[config.mk]
export PLATFORM = sky130hd
export DESIGN_NAME = cli_div
export DESIGN_NICKNAME = d
export VERILOG_FILES = /design/src/hdl/cli_pkg.sv /design/src/hdl/cli_div.sv
export SDC_FILE = /design/constraint.sdc
export NUM_CORES = 1
export LEC_CHECK = 0
export ABC_AREA = 1
export BUFFER_PORTS_ARGS = -buffer_cell sky130_fd_sc_hd__buf_2
export CAP_MARGIN = 15
export CORE_MARGIN = 4
export CORE_UTILIZATION = 30
export CTS_CLUSTER_DIAMETER = 100
export CTS_CLUSTER_SIZE = 10
export DETAILED_ROUTE_END_ITERATION = 8
export SKIP_CTS_REPAIR_TIMING = 1
export SLEW_MARGIN = 15
export SYNTH_ARGS = -nofsm -noshare
export SYNTH_HDL_FRONTEND = slang
export SYNTH_SLANG_ARGS = --single-unit
[constraint.sdc]
create_clock -name clk -period 2.97 [get_ports clk]
set_clock_uncertainty 0.2 [all_clocks]
set_input_delay 0 -clock clk [delete_from_list [all_inputs] [get_ports clk]]
set_output_delay 0 -clock clk [all_outputs]
set_load 0.05 [all_outputs]
[src/hdl/cli_pkg.sv]
// Shared types and constants for the column linear interpolator.
package cli_pkg;
  localparam int MaxPoints = 64;
  localparam int IdxW = $clog2(MaxPoints);
  localparam int CntW = IdxW + 1;
  localparam int WordW = 32;
  localparam int MagW = WordW + 1;
  localparam int ProdW = 2 * MagW;

  localparam logic [1:0] ST_INTERP = 2'd0;
  localparam logic [1:0] ST_FIRST = 2'd1;
  localparam logic [1:0] ST_LAST = 2'd2;
  localparam logic [1:0] ST_INVALID = 2'd3;

  localparam logic CFG_POINTS = 1'b0;
  localparam logic CFG_CLAMP = 1'b1;

  localparam logic ACT_LOAD = 1'b0;

  typedef struct packed {
    logic load;
    logic [IdxW-1:0] idx;
    logic signed [WordW-1:0] axis;
    logic signed [WordW-1:0] value;
  } cell_wr_t;

  typedef struct packed {
    logic signed [WordW-1:0] axis;
    logic signed [WordW-1:0] value;
  } pair_t;
endpackage

[src/hdl/cli_div.sv]
// Restoring divider of a product magnitude by a divisor, one bit per cycle.
module cli_div (
  input  logic clk,
  input  logic rst_n,
  input  logic go,
  input  logic [cli_pkg::ProdW-1:0] num,
  input  logic [cli_pkg::MagW-1:0] den,
  output logic done,
  output logic [cli_pkg::ProdW-1:0] quo
);
  localparam int CW = $clog2(cli_pkg::ProdW + 1);
  logic [cli_pkg::ProdW-1:0] q_r;
  logic [cli_pkg::MagW:0] rem_r, sh;
  logic [cli_pkg::MagW-1:0] d_r;
  logic [CW-1:0] cnt_r;
  logic busy_r, done_r;
  always_comb sh = {rem_r[cli_pkg::MagW-1:0], q_r[cli_pkg::ProdW-1]};
  always_ff @(posedge clk) begin
    if (!rst_n) begin
      busy_r <= 1'b0;
      done_r <= 1'b0;
      cnt_r <= '0;
    end else begin
      done_r <= 1'b0;
      if (go) begin
        busy_r <= 1'b1;
        q_r <= num;
        d_r <= den;
        rem_r <= '0;
        cnt_r <= CW'(cli_pkg::ProdW);
      end else if (busy_r) begin
        if (sh >= {1'b0, d_r}) begin
          rem_r <= sh - {1'b0, d_r};
          q_r <= {q_r[cli_pkg::ProdW-2:0], 1'b1};
        end else begin
          rem_r <= sh;
          q_r <= {q_r[cli_pkg::ProdW-2:0], 1'b0};
        end
        cnt_r <= cnt_r - 1'b1;
        if (cnt_r == CW'(1)) begin
          busy_r <= 1'b0;
          done_r <= 1'b1;
        end
      end
    end
  end
  assign done = done_r;
  assign quo = q_r;
endmodule

* Word-level counts from Yosys, hierarchy flattened
Index checks and enable logic that the tools add are counted.
Word-level totals: bits in registers 141, bits in latches 0, memory bits (writable) 0, bits in read-only memories 0, input port bits 102, logic and storage cells 29, memories kept 0
Cells by class: $add $sub $neg 2, multipliers 0, divide/modulo/power cells 0, $lt $le $gt $ge 1, equality and inequality tests 1, shift operators 0, mux-type cells 11, bitwise operators 2, reductions and logical operators 5
Operators by type and width (count):
- 66-bit two-way mux | 2
- 33-bit two-way mux | 2
- 34-bit by 33-bit greater-or-equal comparator with 1-bit output | 1
- 33-bit subtractor | 1
- 7-bit two-way mux | 2
- 7-bit by 1-bit == test with 1-bit output, second input constant | 1
- 7-bit by 1-bit subtractor with 7-bit output, second input constant | 1
- 1-bit two-way mux | 5
- 2-bit AND reduction | 2
- 3-bit OR reduction | 1
- 1-bit NOT | 2
- 2-bit nonzero test | 1
- 2-bit OR reduction | 1

* Depth between registers and ports, before layout
Gate-level depths: netlist of run 1.
depth in word-level cells 4, depth in mapped cells 16

* Worst setup path before layout of run 1
OpenSTA, ideal clock, no wires.
kind register to register, start register busy_r, end register q_r (netlist bit quo[0]) (enable), arrival time 2.540 ns, data required time 2.308 ns, slack -0.231 ns, stages on the path, launching flop included 3, path buffers 0, clock period less this slack 3.201 ns, cell sequence dfxtp_1 nand2_1 nand2_1
Between the ends: longest elaborated chain between the ends 2
RTL lines:
- from (decl) | RTL line cli_div.sv:16 | logic busy_r, done_r;
- from (signal assigned) | RTL line cli_div.sv:20 | busy_r <= 1'b0;
- from (signal assigned) | RTL line cli_div.sv:26 | busy_r <= 1'b1;
- from (signal assigned) | RTL line cli_div.sv:41 | busy_r <= 1'b0;
- 2-bit nonzero test (no line)
- 2-bit AND reduction (no line)
- to (signal assigned) | RTL line cli_div.sv:27 | q_r <= num;
- to (signal assigned) | RTL line cli_div.sv:34 | q_r <= {q_r[cli_pkg::ProdW-2:0], 1'b1};
- to (signal assigned) | RTL line cli_div.sv:37 | q_r <= {q_r[cli_pkg::ProdW-2:0], 1'b0};
- to (decl) | RTL line cli_div.sv:12 | logic [cli_pkg::ProdW-1:0] q_r;
No other way between the ends. A chain may end at the register's enable or synchronous reset.

* Worst setup path in the final report of run 1
start register q_r (netlist bit quo[65]), end register rem_r[20] in the netlist's numbering (data pin)
Between the ends: longest elaborated chain between the ends 3, elaborated cells on any way between the ends 4, those cells by class add/sub (1); order compare (1); mux (2)
RTL lines:
- 33-bit subtractor / 34-bit by 33-bit greater-or-equal comparator with 1-bit output (equally long branches) | RTL line cli_div.sv:33, cli_div.sv:32
- 33-bit two-way mux (*) | RTL line cli_div.sv:32 | if (sh >= {1'b0, d_r}) begin
- 33-bit two-way mux (*) | RTL line cli_div.sv:31 | end else if (busy_r) begin
- to (signal assigned) | RTL line cli_div.sv:33 | rem_r <= sh - {1'b0, d_r};
- to (signal assigned) | RTL line cli_div.sv:36 | rem_r <= sh;
- to (decl) | RTL line cli_div.sv:13 | logic [cli_pkg::MagW:0] rem_r, sh;
Mark *: on every way between the ends. The rest lies on a longest branch, timed or not. The select of a mux whose other input is x is not followed.

==> flow_metrics.tcl, run 1 <==
set metrics [dict create \
    status "complete, no violations" \
    yosys.area.top_type_share_pct 45.9 \
    nets 1540 \
    n_antenna_cell 0 \
    cts_tree "yes" \
    ir_drop_mv 0.365 \
    cts.sinks 141 \
    hpwl_microns 18100 \
    gp_congestion 0.913 \
    syn_to_final_growth_pct 33.2 \
    clk_latency_ps 440 \
    routed_wirelength_microns 25800 \
    syn_area_per_cell_sq_um 7.64 \
    drive_above_1_share_pct 17.4 \
    dpl_cell_area_sq_um 9910 \
    drc 0 \
    routed-via-count 7999 \
    drv_cap 0 \
    async_flop_share_pct 0 \
    dieHeight_microns 178 \
    worstMarginPinSlew_ps 676 \
    synth_commonest_cells "485 x nand2_1, 166 x inv_1, 132 x edfxtp_1, 118 x nor2_1, 35 x ha_1" \
    fin_util_pct 41.0 \
    antenna_found_initial 0 \
    p_int_mw 4.35 \
    grt_max_degree 101 \
    dieArea_sq_um 31600 \
    met3_usage_pct 5.58 \
    grt_busiest_layer "met2" \
    required_ps 2950 \
    yosys_warnings 0 \
    grt_usage_pct 15.7 \
    worstSetupStartpointType "flop" \
    cp.arrival_ps 2730 \
    rsz0062_at_grt "false" \
    period_needed_ps 2750 \
    cts_buffer_depth 2 \
    synth_edf_count 132 \
    finalSetupViolations 0 \
    relSlewSlack_pct 54.9 \
    ys.flop_type "edfxtp_1" \
    synth_area_leader_cell "edfxtp_1" \
    pwr-share-comb_pct 31.4 \
    hold_viol 0 \
    syn_area_sq_um 8640 \
    num_rows 61 \
    layout.cells.non_filler 1793 \
    total_power_mw 6.86 \
    grt_pass1_wl_microns 38900 \
    ant_nets 0 \
    path_max_fanout 4 \
    p_switching_mw 2.51 \
    swShare_pct 36.6 \
    worstSetupPathType "flop to flop" \
    htreeDepth 4 \
    ys_ff_latch 141 \
    slew_violations 0 \
    cts_made_buffers 17 \
    die_w_microns 178 \
    power_density_nw_per_um2 596 \
    wl_per_cell_microns 14.4 \
    setup_tns_ps 0 \
    post-route-period-util_pct 92.6 \
    worstSetupEndpointType "flop" \
    synthCells 1131 \
    synth_area_leaders "edfxtp_1 46%, nand2_1 21%, inv_1 7.2%, nor2_1 5.1%, ha_1 5.1%" \
    syn_nets 1269 \
    dp_cells 1659 \
    initial_utilization_pct 30.8 \
    grt_overflow 0 \
    pwr-share-seq_pct 37.0 \
    core_sq_um 28100 \
    hold_path.class "input pin to flop" \
    path_clk_slew_ps 70 \
    yosysSeqAreaShare_pct 47.9 \
    n_fill_cell 2866 \
    clock.fmax_mhz 364 \
    yosysMostFrequentCell "nand2_1" \
    dr.pass1.iters 5 \
    first_global_vias 7588 \
    power_leakage_nw 5.82 \
    grt_use_met2_pct 25.4 \
    io_buffers 168 \
    ios 169 \
    power_frac_clock_pct 31.6 \
    drt-initial-drc-count 510 \
    synth.distinct_cells 32 \
    vias_per_cell 4.46 \
    root_buffer "clkbuf_16" \
    grt_use_met1_pct 19.5 \
    final_area_sq_um 11500 \
]
[power groups by stage]
| stage | clock network [mW] | registers (mW) | logic, mW |
|---|---|---|---|
| 3_3_place_gp | 0 | 2.57 | 2.03 |
| 6_report | 2.17 | 2.54 | 2.15 |
| 5_1_grt | 2.30 | 2.56 | 2.42 |
| 2_1_floorplan | 0 | 2.83 | 1.25 |
| 4_1_cts | 2.23 | 2.54 | 2.05 |
| 3_5_place_dp | 0 | 2.57 | 2.04 |
[layer usage]
metal | part of all wire [%] | up-vias
met2 | 47 | 286
met3 | 7.8 | 32
met4 | 2.1 | 0
li1 | - | 4039
met1 | 44 | 3642
met5 | 0 | -
[critical path, stage by stage (launching register included)]
cell and delay (ps):
edfxtp_1 380, inv_1 90, ha_1 140, inv_1 70, fa_1 450, nand2_1 100
nand2_1 100, nand3_1 100, nand2_1 150, nand2_1 100, nand2_1 140, nand2_1 120
nand2_1 70, nand2_1 60, nand2_1 60, nor2_1 120, nor2_1 50
[final cells by class]
class | instances | area (sq um) | share of cell area [%]
Multi-Input combinational cell | 787 | 3690 | 32.0
Clock buffer | 18 | 429 | 3.73
Sequential cell | 141 | 4140 | 36.0
Tap cell | 378 | 473 | 4.11
Clock inverter | 14 | 146 | 1.27
Timing Repair Buffer | 280 | 1970 | 17.1
Inverter | 175 | 659 | 5.73
[sequential cells by signal, indices dropped and copies added (netlist names)]
name,flops
d_r,33
cnt_r,7
busy_r,1
quo,66
rem_r,33
done,1
[kinds of logic after synthesis]
| logic type | count (synthesis) | share of synthesized area (%) |
|---|---|---|
| AOI/OAI and AO/OA | 36 | 2.24 |
| xor gates and xnor gates | 16 | 1.62 |
| adders and majority gates | 36 | 5.30 |
| buffers and inverters | 203 | 9.48 |
| DFF | 141 | 47.9 |
| and+or+nand+nor | 699 | 33.4 |
[worst paths after layout]
path              cells past startpoint                      end  slack (ps)                  start
setup / recovery                     16  rem_r[20]$_SDFFCE_PP0P_         220      quo[65]$_DFFE_PP_
hold / removal                        2        d_r[26]$_DFFE_PP_          80                den[26]
setup reg to reg                     16  rem_r[20]$_SDFFCE_PP0P_         220      quo[65]$_DFFE_PP_
hold reg to reg                       2    cnt_r[6]$_SDFFE_PN0N_         270  cnt_r[6]$_SDFFE_PN0N_
[through the flow]
step / hold slack, ps / worst slack (ps)
floorplan: -101 / 340
global placement: -21.8 / 293
detailed placement: -21.5 / 214
CTS: -485 / 204
global route: 69.5 / 20.8
finish: 75.6 / 219
[cells in the final DEF, fill, tap and decap left out, types with 24 or more instances in the layout]
| cell type | n |
|---|---|
| inv_1 | 165 |
| nand2_1 | 484 |
| a21oi_1 | 26 |
| nand3b_1 | 28 |
| buf_2 | 168 |
| dlygate4sd3_1 | 102 |
| nand3_1 | 24 |
| nor2_1 | 118 |
| ha_1 | 35 |
| edfxtp_1 | 132 |
Note: power is estimated with default switching activity, not from simulation.
==> run 2, diff against run 1 <==
- CORE_ASPECT_RATIO: unset -> 1.2
==> run 2 against run 1 <==
Via count is 0.85% lower. First-iteration DRC count is 24% lower. Hold slack better by 9.3 ps. Largest power group unchanged. Core utilization is 0.11 points higher. Critical endpoint unchanged.
==> flow_metrics.tcl, run 2 (synthesized netlist as in run 1, its figures left out) <==
set metrics [dict create \
    cp.arrival_ps 2730 \
    dieHeight_microns 194 \
    max_stage_delay_ps 450 \
    worstSetupStartpointType "flop" \
    hold_path_end "d_r[25]$_DFFE_PP_" \
    relSlewSlack_pct 55.6 \
    worstSetupPathType "flop to flop" \
    hold_path.class "input pin to flop" \
    antenna_found_initial 0 \
    initial_utilization_pct 30.7 \
    nets 1543 \
    worstSetupEndpointType "flop" \
    routed-via-count 7931 \
    core_sq_um 28200 \
    dr_wl_met2_microns 12400 \
    routed_wirelength_microns 25600 \
    pwr-share-seq_pct 36.0 \
    n_antenna_cell 0 \
    grt_max_degree 67 \
    worstMarginPinSlew_ps 666 \
    total_power_mw 7.08 \
    grt_overflow 0 \
    required_ps 2960 \
    drv_cap 0 \
    worst-path-buf-inv 3 \
    p_int_mw 4.66 \
    htreeDepth 4 \
    path_max_fanout 28 \
    layout_common_cells "484 x nand2_1, 168 x buf_2, 165 x inv_1" \
    syn_to_final_growth_pct 33.9 \
    rr_endpoint "rem_r[20]$_SDFFCE_PP0P_" \
    cts.sinks 141 \
    gp_congestion 0.919 \
    multi_input_area_sq_um 3690 \
    root_buffer "clkbuf_16" \
    slew_violations 0 \
    first_global_vias 7519 \
    num_rows 67 \
    power_leakage_nw 5.86 \
    register_area_sq_um 4140 \
    power_density_nw_per_um2 611 \
    worstHoldPathCells 2 \
    die_w_microns 163 \
    slowest_stage "fa_1" \
    cts_made_buffers 17 \
    largest_register_ffs 66 \
    dieArea_sq_um 31600 \
    vias_per_cell 4.41 \
    drive_above_1_share_pct 17.4 \
    hold_viol 0 \
    top_layer "met4" \
    ir_drop_mv 0.418 \
    power_frac_clock_pct 33.7 \
    dr.pass1.iters 5 \
    cp_common_cell "nand2_2" \
    cpLargestDelayFamily "simple AND/OR/NAND/NOR gates" \
    grt_usage_pct 15.6 \
    crit_chain "inv_1, ha_1, inv_1, fa_1, nand3_2, nand3_2, nand2_2, nand2_2, nand2_2, buf_4, nand3b_1, nand2_1, nor2_1" \
    r2r_slack_ps 220 \
    clock.fmax_mhz 364 \
    cts_tree "yes" \
    min_from "den[25]" \
    pwr-share-comb_pct 30.3 \
    final_common_cell "nand2_1" \
    r2r-start "quo[65]$_DFFE_PP_" \
    period_needed_ps 2750 \
    fin_util_pct 41.1 \
    ios 169 \
    p_switching_mw 2.42 \
    wl_met1_microns 10300 \
    ant_nets 0 \
    rsz0062_at_grt "false" \
    finalSetupViolations 0 \
    swShare_pct 34.2 \
    path_clk_slew_ps 60 \
    hpwl_microns 18900 \
    drc 0 \
    setup_tns_ps 0 \
    io_buffers 168 \
    cts_buffer_depth 2 \
    status "complete, no violations" \
    wl_met3_microns 1960 \
    r2r_cells 13 \
    drt-initial-drc-count 386 \
    wl_per_cell_microns 14.3 \
    grt_pass1_wl_microns 39000 \
    clk_latency_ps 430 \
    post-route-period-util_pct 92.5 \
    n_fill_cell 2903 \
]
## run 2: cell count changes in the layout (fill, tap and decap cells not counted), sizes merged
cell	change
buf	+3
inv	-6
clkinvlp	-2
clkbuf	+1
bufinv	+4
clkinv	+3
## run 2: metrics by stage
stage	cell area, sq um	setup slack (ps)	hold WS [ps]	std cells
5_1_grt	11600	26.4	73.7	1797
4_1_cts	10600	232	-484	1695
3_5_place_dp	9910	246	-21.6	1663
2_1_floorplan	8650	340	-101	1131
3_3_place_gp	9910	298	-21.5	1663
6_report	11600	221	84.9	1797
## run 2: layout make-up
type	count	share of cell area [%]
Sequential cell	141	35.8
Multi-Input combinational cell	787	31.8
Timing Repair Buffer	283	17.0
Inverter	175	5.67
Tap cell	379	4.10
Clock buffer	19	3.74
Clock inverter	13	1.82
## run 2: worst max-delay path by stage
stage / from / to / slack (ps) / cells after the start
finish: quo[65]$_DFFE_PP_ / rem_r[20]$_SDFFCE_PP0P_ / 220 / 13
detailed placement: quo[65]$_DFFE_PP_ / rem_r[20]$_SDFFCE_PP0P_ / 250 / 13
global route: quo[65]$_DFFE_PP_ / rem_r[14]$_SDFFCE_PP0P_ / 30 / 13
floorplan: quo[65]$_DFFE_PP_ / rem_r[31]$_SDFFCE_PP0P_ / 340 / 14
CTS: quo[65]$_DFFE_PP_ / rem_r[20]$_SDFFCE_PP0P_ / 230 / 13
global placement: quo[65]$_DFFE_PP_ / rem_r[20]$_SDFFCE_PP0P_ / 300 / 13
## run 2: per-layer routing
metal	global-route usage (%)	vias up
li1	-	4051
met1	18.0	3555
met2	26.1	279
met3	5.61	46
met4	6.46	0
met5	0	-
## run 2: power by group through the flow
stage	clock [mW]	combinational, mW	sequential [mW]
3_3_place_gp	0	2.03	2.58
6_report	2.39	2.14	2.55
3_5_place_dp	0	2.04	2.58
2_1_floorplan	0	1.25	2.83
4_1_cts	2.44	2.05	2.55
5_1_grt	2.52	2.40	2.57
