<file path="src/hdl/cli_pkg.sv">
// Shared types and constants for the column linear interpolator.
package cli_pkg;
  localparam int MaxPoints = 64;
  localparam int IdxW = $clog2(MaxPoints);
  localparam int CntW = IdxW + 1;
  localparam int WordW = 32;
  localparam int MagW = WordW + 1;
  localparam int ProdW = 2 * MagW;

  localparam logic [1:0] ST_INTERP = 2'd0;
  localparam logic [1:0] ST_FIRST = 2'd1;
  localparam logic [1:0] ST_LAST = 2'd2;
  localparam logic [1:0] ST_INVALID = 2'd3;

  localparam logic CFG_POINTS = 1'b0;
  localparam logic CFG_CLAMP = 1'b1;

  localparam logic ACT_LOAD = 1'b0;

  typedef struct packed {
    logic load;
    logic [IdxW-1:0] idx;
    logic signed [WordW-1:0] axis;
    logic signed [WordW-1:0] value;
  } cell_wr_t;

  typedef struct packed {
    logic signed [WordW-1:0] axis;
    logic signed [WordW-1:0] value;
  } pair_t;
endpackage

</file>
<file path="src/hdl/cli_cell.sv">
// One table cell: holds a pair and rotates it to its neighbor on shift.
module cli_cell (
  input  logic clk,
  input  logic [cli_pkg::IdxW-1:0] my_idx,
  input  cli_pkg::cell_wr_t wr,
  input  logic shift,
  input  cli_pkg::pair_t prev,
  output cli_pkg::pair_t data
);
  cli_pkg::pair_t data_r;
  always_ff @(posedge clk) begin
    if (shift) begin
      data_r <= prev;
    end else if (wr.load && wr.idx == my_idx) begin
      data_r.axis <= wr.axis;
      data_r.value <= wr.value;
    end
  end
  assign data = data_r;
endmodule

</file>
<file path="config.mk">
export PLATFORM = sky130hd
export DESIGN_NAME = cli_cell
export DESIGN_NICKNAME = d
export VERILOG_FILES = /design/src/hdl/cli_pkg.sv /design/src/hdl/cli_cell.sv
export SDC_FILE = /design/constraint.sdc
export NUM_CORES = 1
export LEC_CHECK = 0
export BUFFER_PORTS_ARGS = -buffer_cell sky130_fd_sc_hd__buf_2
export CAP_MARGIN = 5
export CORE_UTILIZATION = 36
export DETAILED_ROUTE_END_ITERATION = 6
export MAX_ROUTING_LAYER = met4
export PLACE_DENSITY = 0.77
export SYNTH_ARGS = -nofsm -noshare
export SYNTH_HDL_FRONTEND = slang
export SYNTH_SLANG_ARGS = --single-unit
</file>
<file path="constraint.sdc">
create_clock -name clk -period 2.5 [get_ports clk]
set_clock_uncertainty 0.05 [all_clocks]
set_input_delay 0.125 -clock clk [delete_from_list [all_inputs] [get_ports clk]]
set_output_delay 0.125 -clock clk [all_outputs]
set_load 0.1 [all_outputs]
</file>
======== Word level (Yosys, flattened, before mapping) ========
Index checks and enable logic that the tools add are counted.
cells by class
  reduce and logical (&&, ||, !) cells .... 2
  muxes and demuxes ....................... 2
  eq/ne operators ......................... 1
operator list
  cell                 number
  $mux W64             2
  $eq A6 B6 Y1         1
  $reduce_bool A2 Y1   1
  $logic_and A1 B1 Y1  1
storage, ports and cells
  register bits ........................... 64
  output and inout port bits .............. 64
  logic and storage cells ................. 7
  input bits .............................. 143

======== Longest topological paths before layout ========
Gate-level depths: netlist of run 1.
  word-level depth ........................ 4
  depth in mapped cells ................... 3
  mapped depth without buffers ............ 3

======== Least setup slack after synthesis of run 1 ========
No wires, ideal clock.
  path kind ............................... input to register
  start ................................... input port my_idx[1] in the netlist's numbering
  end ..................................... register data_r, in the netlist data[0] (enable)
  data required time ...................... 2025 ps
  slack ................................... 55 ps
  setup time .............................. 425 ps
  path buffers ............................ 0
  stages .................................. 3
  arrival ................................. 1970 ps
  path through ............................ xor2_1 -> nor3_1 -> a41o_1
on the way
  cells in the longest elaborated chain, start to end .. 3
ends and longest elaborated chain
  what                          RTL line        source
  from (decl)                   cli_cell.sv:4   input logic [cli_pkg::IdxW-1:0] my_idx,
  $eq A6 B6 Y1                  cli_cell.sv:14  end else if (wr.load && wr.idx == my_idx) begin
  $logic_and A1 B1 Y1           cli_cell.sv:14
  $reduce_bool A2 Y1 (no line)  --
  to (signal assigned)          cli_cell.sv:13  data_r <= prev;
  to (decl)                     cli_cell.sv:10  cli_pkg::pair_t data_r;
Every way passes these cells.
A chain may end at the register's enable or synchronous reset.

======== Final worst setup path of run 1 ========
  start ................................... register data_r, in the netlist data[42]
  end ..................................... output port data[42] in the netlist's numbering
RTL lines
  what       RTL line       source
  to (decl)  cli_cell.sv:8  output cli_pkg::pair_t data
No word-level cell between the ends.

==> metrics.txt, run 1 <==
# TYPE chip_impl_metric gauge
chip_impl_info{name="outcome",value="finished, final reports clean"} 1
chip_impl_info{name="clock_tree.root_cell",value="sky130_fd_sc_hd__clkbuf_8"} 1
chip_impl_metric{name="post_synth_fa_ha_maj_area_fraction",unit=""} 0
chip_impl_metric{name="area.growth.synth_to_final",unit="%"} 43.2
chip_impl_metric{name="avgRoutedWirePerCell",unit="µm"} 13.8
chip_impl_metric{name="initial_antenna_violation_count",unit=""} 0
chip_impl_metric{name="postSynthRegisterBits",unit=""} 64
chip_impl_metric{name="grt_start_max_net_pins",unit=""} 65
chip_impl_metric{name="post_drt_antenna_nets",unit=""} 0
chip_impl_info{name="mostFrequentLayoutCell",value="sky130_fd_sc_hd__buf_2"} 1
chip_impl_metric{name="routed_via_density",unit=""} 4.43
chip_impl_metric{name="finalSetupViolations",unit=""} 0
chip_impl_info{name="synth_top_family_by_area",value="multiplexers"} 1
chip_impl_metric{name="worst_ep_required_time",unit="ns"} 2.33
chip_impl_info{name="end_kind",value="primary output"} 1
chip_impl_metric{name="worst_slew_margin_relative_to_its_limit",unit=""} 0.651
chip_impl_metric{name="layout_cells_sized_above_1",unit=""} 0.792
chip_impl_info{name="synth_top_cells_by_area",value="sky130_fd_sc_hd__edfxtp_1 (65%), sky130_fd_sc_hd__mux2_4 (25%), sky130_fd_sc_hd__mux2_2 (5.7%)"} 1
chip_impl_metric{name="portBuffers",unit=""} 206
chip_impl_metric{name="min_hold_slack",unit="ns"} 0.0414
chip_impl_metric{name="cts_num_sinks",unit=""} 64
chip_impl_metric{name="ios",unit=""} 207
chip_impl_metric{name="area_of_the_die",unit="µm²"} 8620
chip_impl_metric{name="post_cts.resized_instances",unit=""} 0
chip_impl_metric{name="yosys.area_share.simple",unit=""} 0.00295
chip_impl_metric{name="tightestPinTransition",unit="ns"} 0.527
chip_impl_metric{name="final.setup.tns",unit="ns"} 0
chip_impl_metric{name="crit_path_max_fanout",unit=""} 1
chip_impl_metric{name="layout_worst_path_cycle_share",unit=""} 0.513
chip_impl_metric{name="post_synthesis_compound_gate_area_fraction",unit=""} 0.00337
chip_impl_info{name="tritoncts",value="built"} 1
chip_impl_metric{name="total_leakage_power",unit="nW"} 2.03
chip_impl_metric{name="ir_drop",unit="mV"} 0.290
chip_impl_metric{name="die_w",unit="µm"} 92.8
chip_impl_metric{name="drt_drc_violations_left",unit=""} 0
chip_impl_metric{name="synth_top_area_frac",unit=""} 0.647
chip_impl_metric{name="maxCapViolCount",unit=""} 0
chip_impl_metric{name="antennaDiodeCount",unit=""} 0
chip_impl_metric{name="post_synth.cell_area_avg",unit="µm²"} 20.6
chip_impl_metric{name="finalNetCount",unit=""} 499
chip_impl_metric{name="die-height",unit="µm"} 92.8
chip_impl_info{name="post-synth-top-area-cell",value="sky130_fd_sc_hd__edfxtp_1"} 1
chip_impl_metric{name="worst-path-stages",unit=""} 1
chip_impl_metric{name="cts_max_path_buffers",unit=""} 2
chip_impl_metric{name="syn-num-nets",unit=""} 287
chip_impl_metric{name="post_layout_nonfiller_instances",unit=""} 462
chip_impl_metric{name="detailed_place_hpwl",unit="mm"} 4.94
chip_impl_metric{name="cts-buffers-inserted",unit=""} 9
chip_impl_metric{name="detailroute.via_count",unit=""} 2045
chip_impl_metric{name="core-area",unit="µm²"} 7850
chip_impl_metric{name="detail_route.first_pass.iterations",unit=""} 4
chip_impl_metric{name="min_period",unit="ns"} 1.28
chip_impl_info{name="criticalPathCategory",value="reg -> out"} 1
chip_impl_metric{name="globalRouteTotalUtil",unit=""} 0.151
chip_impl_metric{name="post_synthesis_sequential_area_ratio",unit=""} 0.647
chip_impl_info{name="class_of_the_tightest_hold_or_removal_check",value="in -> reg"} 1
chip_impl_metric{name="postCtsSetupRepairBufs",unit=""} 0
chip_impl_metric{name="netlist-cell-type-count",unit=""} 10
chip_impl_metric{name="fmax",unit="MHz"} 780
chip_impl_metric{name="drv_slew",unit=""} 0
chip_impl_metric{name="synthesis.instances",unit=""} 144
chip_impl_metric{name="synth_xor_xnor_area_share",unit=""} 0.0177
chip_impl_metric{name="largest_register_ffs",unit=""} 64
chip_impl_metric{name="htree_num_levels",unit=""} 3
chip_impl_metric{name="initial_utilization",unit=""} 0.379
chip_impl_metric{name="yosys-mux-area-fraction",unit=""} 0.305
chip_impl_metric{name="gr-total-overflow",unit=""} 0
chip_impl_metric{name="grt_first_pass_wirelength",unit="mm"} 9.59
chip_impl_metric{name="drt_iter0_markers",unit=""} 32
chip_impl_metric{name="route.final.wire_length",unit="mm"} 6.36
chip_impl_info{name="worstSetupStartpointType",value="register"} 1
chip_impl_metric{name="timing.critical_path.buf_inv",unit=""} 1
chip_impl_metric{name="total_instance_count_after_detailed_placement",unit=""} 447
chip_impl_metric{name="final_hold_viol_count",unit=""} 0
chip_impl_metric{name="power.density_cell_area",unit="nW/µm²"} 749
chip_impl_metric{name="grt_pass1_vias",unit=""} 2105
chip_impl_metric{name="cts.reportedPaths.clkPinSlew",unit="ns"} 0.07
chip_impl_info{name="commonest_non_fill_non_tap_cells_in_the_layout",value="sky130_fd_sc_hd__buf_2 (205), sky130_fd_sc_hd__edfxtp_1 (64), sky130_fd_sc_hd__mux2_4 (49), sky130_fd_sc_hd__mux2_2 (15), sky130_fd_sc_hd__clkbuf_8 (9)"} 1
chip_impl_metric{name="hold-path-cell-count",unit=""} 2
chip_impl_info{name="critical-path-slowest-cell",value="sky130_fd_sc_hd__buf_2"} 1
chip_impl_metric{name="mappedNetlistArea",unit="µm²"} 2970
chip_impl_metric{name="timing.critical_path.slowest_cell_delay",unit="ns"} 0.45
chip_impl_info{name="cp_top_family",value="buffers and inverters"} 1
chip_impl_metric{name="placementRows",unit=""} 32
chip_impl_info{name="crit_path_cell_trace",value="buf_2"} 1
chip_impl_info{name="rsz_0062_raised_after_global_routing",value="no"} 1
chip_impl_metric{name="ys_warn_count",unit=""} 0
chip_impl_metric{name="cp.arrival",unit="ns"} 1.11
chip_impl_metric{name="place_congestion",unit=""} 0.715
chip_impl_metric{name="number_of_hold_repair_buffers_added_at_the_cts_stage",unit=""} 0
## layer usage
metal | up-vias | GRT usage | share of wire
met5 | - | - | 0
met4 | 0 | 0.0795 | 0.029
met3 | 17 | 0.0427 | 0.079
met2 | 123 | 0.270 | 0.53
met1 | 919 | 0.148 | 0.36
li1 | 986 | - | -
## kinds of logic (layout without fill, tap and decap cells)
| logic type | count (synthesis) | in the layout |
|---|---|---|
| AO/OA/AOI/OAI | 1 | 1 |
| XOR/XNOR | 6 | 6 |
| buffers and inverters | 7 | 223 |
| flip-flops | 64 | 64 |
| multiplexers | 64 | 64 |
| AND/OR/NAND/NOR | 2 | 2 |
## per-stage QoR
step / total power, mW / setup WS, ns / cell area (µm²) / util
2_1_floorplan: 2.28 / 0.0545 / 2970 / -
3_3_place_gp: 2.50 / 0.946 / 4100 / 0.522
3_5_place_dp: 2.51 / 0.897 / 4100 / 0.522
4_1_cts: 3.23 / 1.19 / 4250 / 0.542
5_1_grt: 3.30 / 1.16 / 4250 / 0.542
6_report: 3.18 / 1.22 / 4250 / 0.542
## synth_stat cells
cell type	count
sky130_fd_sc_hd__mux2_4	49
sky130_fd_sc_hd__mux2_2	15
sky130_fd_sc_hd__xnor2_1	1
sky130_fd_sc_hd__buf_6	6
sky130_fd_sc_hd__nor3_1	1
sky130_fd_sc_hd__xor2_1	5
sky130_fd_sc_hd__edfxtp_1	64
sky130_fd_sc_hd__buf_2	1
sky130_fd_sc_hd__nor2_1	1
sky130_fd_sc_hd__a41o_1	1
## final cells by class
class	instances	area, µm²
Timing Repair Buffer	208	1070
Fill cell	675	3590
Clock buffer	10	128
Tap cell	102	128
Sequential cell	64	1920
Clock inverter	5	25.0
Multi-Input combinational cell	73	977
## where the power goes
group / internal, mW / switching, mW / total (mW)
clock: 0.344 / 0.361 / 0.705
combinational: 0.264 / 0.886 / 1.15
sequential: 1.30 / 0.0250 / 1.33
total: 1.91 / 1.27 / 3.18
## path summary, 6_finish.rpt
kind                               start                  to  slack (ns)
worst max-delay path  data[42]$_DFFE_PP_            data[42]        1.22
worst min-delay path            prev[33]  data[33]$_DFFE_PP_        0.04
Power figures use the tool's default switching activity.
==> inputs of run 2 (changes only) <==
==> constraint.sdc (replaced) <==
create_clock -name clk -period 1.14 [get_ports clk]
set_clock_uncertainty 0.05 [all_clocks]
set_input_delay 0.057 -clock clk [delete_from_list [all_inputs] [get_ports clk]]
set_output_delay 0.057 -clock clk [all_outputs]
set_load 0.1 [all_outputs]
==> run 2 against run 1 <==
The flow now stops in clock tree synthesis (4_1_cts); synthesized area stayed put; synthesized cell count did not move.
==> metrics.txt, run 2 <==
# TYPE chip_impl_metric gauge
chip_impl_info{name="outcome",value="aborted with a tool error"} 1
chip_impl_info{name="haltStage",value="clock tree synthesis (4_1_cts)"} 1
chip_impl_info{name="run_error",value="[ERROR RSZ-0060] Max buffer count reached."} 1
chip_impl_info{name="ys_dominant_reg_cell",value="sky130_fd_sc_hd__edfxtp_1"} 1
chip_impl_metric{name="mappedNetlistArea",unit="µm²"} 2970
chip_impl_metric{name="syn-num-nets",unit=""} 287
chip_impl_metric{name="post_synth.cell_area_avg",unit="µm²"} 20.6
chip_impl_metric{name="post_synthesis_sequential_area_ratio",unit=""} 0.647
chip_impl_metric{name="ios",unit=""} 207
chip_impl_metric{name="die_w",unit="µm"} 92.8
chip_impl_metric{name="synthesis.instances",unit=""} 144
chip_impl_metric{name="synth-edff-count",unit=""} 64
chip_impl_metric{name="initial_utilization",unit=""} 0.379
chip_impl_info{name="post-synth-top-count-cell",value="sky130_fd_sc_hd__edfxtp_1"} 1
chip_impl_metric{name="portBuffers",unit=""} 206
chip_impl_metric{name="cts-buffers-inserted",unit=""} 9
chip_impl_metric{name="place_congestion",unit=""} 0.708
chip_impl_metric{name="ys_warn_count",unit=""} 0
chip_impl_metric{name="postSynthRegisterBits",unit=""} 64
chip_impl_metric{name="postCtsSetupRepairBufs",unit=""} 0
chip_impl_metric{name="cts_max_path_buffers",unit=""} 2
chip_impl_metric{name="synth_async_sr_flop_share",unit=""} 0
chip_impl_info{name="synth_top_cells_by_area",value="sky130_fd_sc_hd__edfxtp_1 (65%), sky130_fd_sc_hd__mux2_4 (25%), sky130_fd_sc_hd__mux2_2 (5.7%)"} 1
chip_impl_metric{name="number_of_hold_repair_buffers_added_at_the_cts_stage",unit=""} 101
chip_impl_info{name="clock_tree.root_cell",value="sky130_fd_sc_hd__clkbuf_8"} 1
chip_impl_info{name="synth_commonest_cells",value="sky130_fd_sc_hd__edfxtp_1 (64), sky130_fd_sc_hd__mux2_4 (49), sky130_fd_sc_hd__mux2_2 (15)"} 1
chip_impl_metric{name="netlist-cell-type-count",unit=""} 10
chip_impl_metric{name="placementRows",unit=""} 32
chip_impl_metric{name="cts_num_sinks",unit=""} 64
chip_impl_metric{name="synth_top_area_frac",unit=""} 0.647
chip_impl_metric{name="detailed_place_hpwl",unit="mm"} 6.04
chip_impl_metric{name="die-height",unit="µm"} 92.8
chip_impl_metric{name="detailedPlace.worstSlack",unit="ns"} -0.282
chip_impl_metric{name="post_cts.resized_instances",unit=""} 0
chip_impl_metric{name="htree_num_levels",unit=""} 3
chip_impl_info{name="post-synth-top-area-cell",value="sky130_fd_sc_hd__edfxtp_1"} 1
-- run 2: cell families after synthesis --
group                  Yosys count  share of synthesized area
AO/OA/AOI/OAI                    1                    0.00337
AND/OR/NAND/NOR                  2                    0.00295
buffers and inverters            7                     0.0244
multiplexers                    64                      0.305
XOR/XNOR                         6                     0.0177
flip-flops                      64                      0.647
-- run 2: stage by stage --
stage	std cells	utilization	cell area, µm²	hold WS [ns]	setup TNS, ns
2_1_floorplan	144	-	2980	0.224	-20.59
3_3_place_gp	455	0.659	5170	0.306	-14.27
3_5_place_dp	455	0.659	5170	0.310	-17.67
==> inputs of run 3 (changes only) <==
--- a/config.mk
+++ b/config.mk
@@ -7,10 +7,9 @@
 export LEC_CHECK = 0
 export BUFFER_PORTS_ARGS = -buffer_cell sky130_fd_sc_hd__buf_2
 export CAP_MARGIN = 5
-export CORE_UTILIZATION = 36
+export CORE_UTILIZATION = 21
 export DETAILED_ROUTE_END_ITERATION = 6
-export MAX_ROUTING_LAYER = met4
-export PLACE_DENSITY = 0.77
+export PLACE_DENSITY_LB_ADDON = 0.15
 export SYNTH_ARGS = -nofsm -noshare
 export SYNTH_HDL_FRONTEND = slang
 export SYNTH_SLANG_ARGS = --single-unit
==> constraint.sdc (replaced) <==
create_clock -name clk -period 1.5 [get_ports clk]
set_clock_uncertainty 0.05 [all_clocks]
set_input_delay 0.075 -clock clk [delete_from_list [all_inputs] [get_ports clk]]
set_output_delay 0.075 -clock clk [all_outputs]
set_load 0.1 [all_outputs]
==> run 3 against run 2 <==
The run now ends clean.
==> metrics.txt, run 3 (synthesized netlist as in run 1, its figures left out) <==
# TYPE chip_impl_metric gauge
chip_impl_metric{name="post_drt_antenna_nets",unit=""} 0
chip_impl_info{name="critPathMostFrequentCell",value="sky130_fd_sc_hd__dlygate4sd3_1"} 1
chip_impl_metric{name="maxCapViolCount",unit=""} 0
chip_impl_info{name="rsz_0062_raised_after_global_routing",value="no"} 1
chip_impl_metric{name="grt_start_max_net_pins",unit=""} 30
chip_impl_metric{name="die_w",unit="µm"} 121
chip_impl_metric{name="postLayoutSetupSlackWorst",unit="ns"} 0.00539
chip_impl_metric{name="detailed_place_hpwl",unit="mm"} 5.69
chip_impl_info{name="clock_tree.root_cell",value="sky130_fd_sc_hd__clkbuf_16"} 1
chip_impl_metric{name="crit_path_max_fanout",unit=""} 1
chip_impl_metric{name="final_hold_viol_count",unit=""} 0
chip_impl_info{name="mostFrequentLayoutCell",value="sky130_fd_sc_hd__buf_2"} 1
chip_impl_metric{name="largest_register_ffs",unit=""} 64
chip_impl_metric{name="grtUsageMet3",unit=""} 0.0456
chip_impl_metric{name="grt_pass1_vias",unit=""} 2691
chip_impl_info{name="criticalPathCategory",value="in -> reg"} 1
chip_impl_metric{name="initial_antenna_violation_count",unit=""} 0
chip_impl_metric{name="route.final.wire_length",unit="mm"} 8.09
chip_impl_metric{name="detailroute.via_count",unit=""} 2312
chip_impl_metric{name="portBuffers",unit=""} 206
chip_impl_metric{name="timing.critical_path.slowest_cell_delay",unit="ns"} 0.55
chip_impl_info{name="holdCritStartpoint",value="wr[38]"} 1
chip_impl_metric{name="layout_cells_sized_above_1",unit=""} 0.680
chip_impl_metric{name="place_congestion",unit=""} 0.688
chip_impl_info{name="outcome",value="finished, final reports clean"} 1
chip_impl_info{name="crit_path_cell_trace",value="dlygate4sd3_1, buf_2, mux2_4, dlygate4sd3_1"} 1
chip_impl_info{name="class_of_the_tightest_hold_or_removal_check",value="in -> reg"} 1
chip_impl_metric{name="dpl-instance-area",unit="µm²"} 4260
chip_impl_metric{name="finalSetupViolations",unit=""} 0
chip_impl_metric{name="grtUsageMet2",unit=""} 0.221
chip_impl_metric{name="globalRouteTotalUtil",unit=""} 0.115
chip_impl_metric{name="drt_drc_violations_left",unit=""} 0
chip_impl_metric{name="multi_input_comb_area",unit="µm²"} 987
chip_impl_metric{name="filler_cell_count",unit=""} 1317
chip_impl_metric{name="post_cts.resized_instances",unit=""} 0
chip_impl_metric{name="placementRows",unit=""} 43
chip_impl_metric{name="ir_drop",unit="mV"} 0.422
chip_impl_metric{name="worst_ep_required_time",unit="ns"} 1.52
chip_impl_metric{name="fmax",unit="MHz"} 669
chip_impl_metric{name="finalNetCount",unit=""} 563
chip_impl_info{name="tritoncts",value="built"} 1
chip_impl_info{name="critPathLaunch",value="wr[15]"} 1
chip_impl_metric{name="power.density_cell_area",unit="nW/µm²"} 1250
chip_impl_info{name="commonest_non_fill_non_tap_cells_in_the_layout",value="sky130_fd_sc_hd__buf_2 (205), sky130_fd_sc_hd__edfxtp_1 (64), sky130_fd_sc_hd__dlygate4sd3_1 (60), sky130_fd_sc_hd__mux2_4 (49), sky130_fd_sc_hd__mux2_2 (15)"} 1
chip_impl_metric{name="avgRoutedWirePerCell",unit="µm"} 13.4
chip_impl_metric{name="grt_first_pass_wirelength",unit="mm"} 12.6
chip_impl_metric{name="antennaDiodeCount",unit=""} 0
chip_impl_metric{name="gr-total-overflow",unit=""} 0
chip_impl_metric{name="cts_max_path_buffers",unit=""} 2
chip_impl_metric{name="layout_worst_path_cycle_share",unit=""} 0.996
chip_impl_metric{name="flip_flop_and_latch_area",unit="µm²"} 1920
chip_impl_metric{name="cts.reportedPaths.clkPinSlew",unit="ns"} 0.05
chip_impl_metric{name="drt_iter0_markers",unit=""} 59
chip_impl_metric{name="initial_utilization",unit=""} 0.215
chip_impl_metric{name="total_leakage_power",unit="nW"} 2.38
chip_impl_metric{name="area.growth.synth_to_final",unit="%"} 74.0
chip_impl_metric{name="detail_route.first_pass.iterations",unit=""} 4
chip_impl_metric{name="die-height",unit="µm"} 121
chip_impl_metric{name="routed_via_density",unit=""} 3.82
chip_impl_metric{name="tightestPinTransition",unit="ns"} 0.516
chip_impl_metric{name="cts-buffers-inserted",unit=""} 9
chip_impl_info{name="critical-path-slowest-cell",value="sky130_fd_sc_hd__dlygate4sd3_1"} 1
chip_impl_metric{name="cts_num_sinks",unit=""} 64
chip_impl_info{name="top_usage_layer",value="met2"} 1
chip_impl_metric{name="area_of_the_die",unit="µm²"} 14600
chip_impl_info{name="worstSetupStartpointType",value="input pin"} 1
chip_impl_metric{name="worst_slew_margin_relative_to_its_limit",unit=""} 0.658
chip_impl_metric{name="detailedPlace.worstSlack",unit="ns"} 0.0378
chip_impl_info{name="end_kind",value="register"} 1
chip_impl_metric{name="final_design_area_no_fill",unit="µm²"} 5170
chip_impl_metric{name="final.setup.tns",unit="ns"} 0
chip_impl_metric{name="min_period",unit="ns"} 1.49
chip_impl_metric{name="cp.arrival",unit="ns"} 1.52
chip_impl_metric{name="ios",unit=""} 207
chip_impl_metric{name="drv_slew",unit=""} 0
chip_impl_metric{name="met1_usage",unit=""} 0.104
chip_impl_metric{name="core-area",unit="µm²"} 13800
chip_impl_metric{name="postLayoutCoreUtil",unit=""} 0.374
chip_impl_metric{name="htree_num_levels",unit=""} 3
run 3: power breakdown:
group          total [mW]  internal (mW)  switching (mW)  leakage (nW)
sequential           2.22           2.18          0.0409         0.627
clock                2.15           1.45           0.700         0.148
combinational        2.08          0.559            1.52          1.60
run 3: per-layer routing:
metal  vias up  share of wire
li1       1115              -
met1      1076           0.34
met2       107           0.55
met3        14          0.083
met4         0          0.021
met5         -              0
run 3: area by class of cell:
class,count,area share
Clock buffer,12,0.0458
Clock inverter,4,0.0133
Multi-Input combinational cell,73,0.191
Sequential cell,64,0.372
Tap cell,180,0.0436
Timing Repair Buffer,272,0.335
run 3: through the flow:
stage,power [mW],instances,hold slack [ns]
6_report,6.44,605,0.000222
5_1_grt,6.69,605,0.0000243
4_1_cts,6.60,625,0.000165
3_5_place_dp,4.22,529,0.328
3_3_place_gp,4.22,529,0.326
2_1_floorplan,3.81,144,0.242
run 3: path summary, 6_finish.rpt:
kind                 end  slack (ns)  cells past startpoint
min   data[38]$_DFFE_PP_      0.0002                      2
max   data[15]$_DFFE_PP_       0.005                      4
run 3: worst max-delay path, delay by kind of cell:
kind	cells	cell delay, ns
buffers and inverters	3	1.20
multiplexers	1	0.25
run 3: timing repair:
item                                    4_1_cts  5_1_grt
endpoints found under the hold margin        46        7
hold buffers                                 80        7
setup buffers                                 0        0
endpoints found under the setup margin        0       27
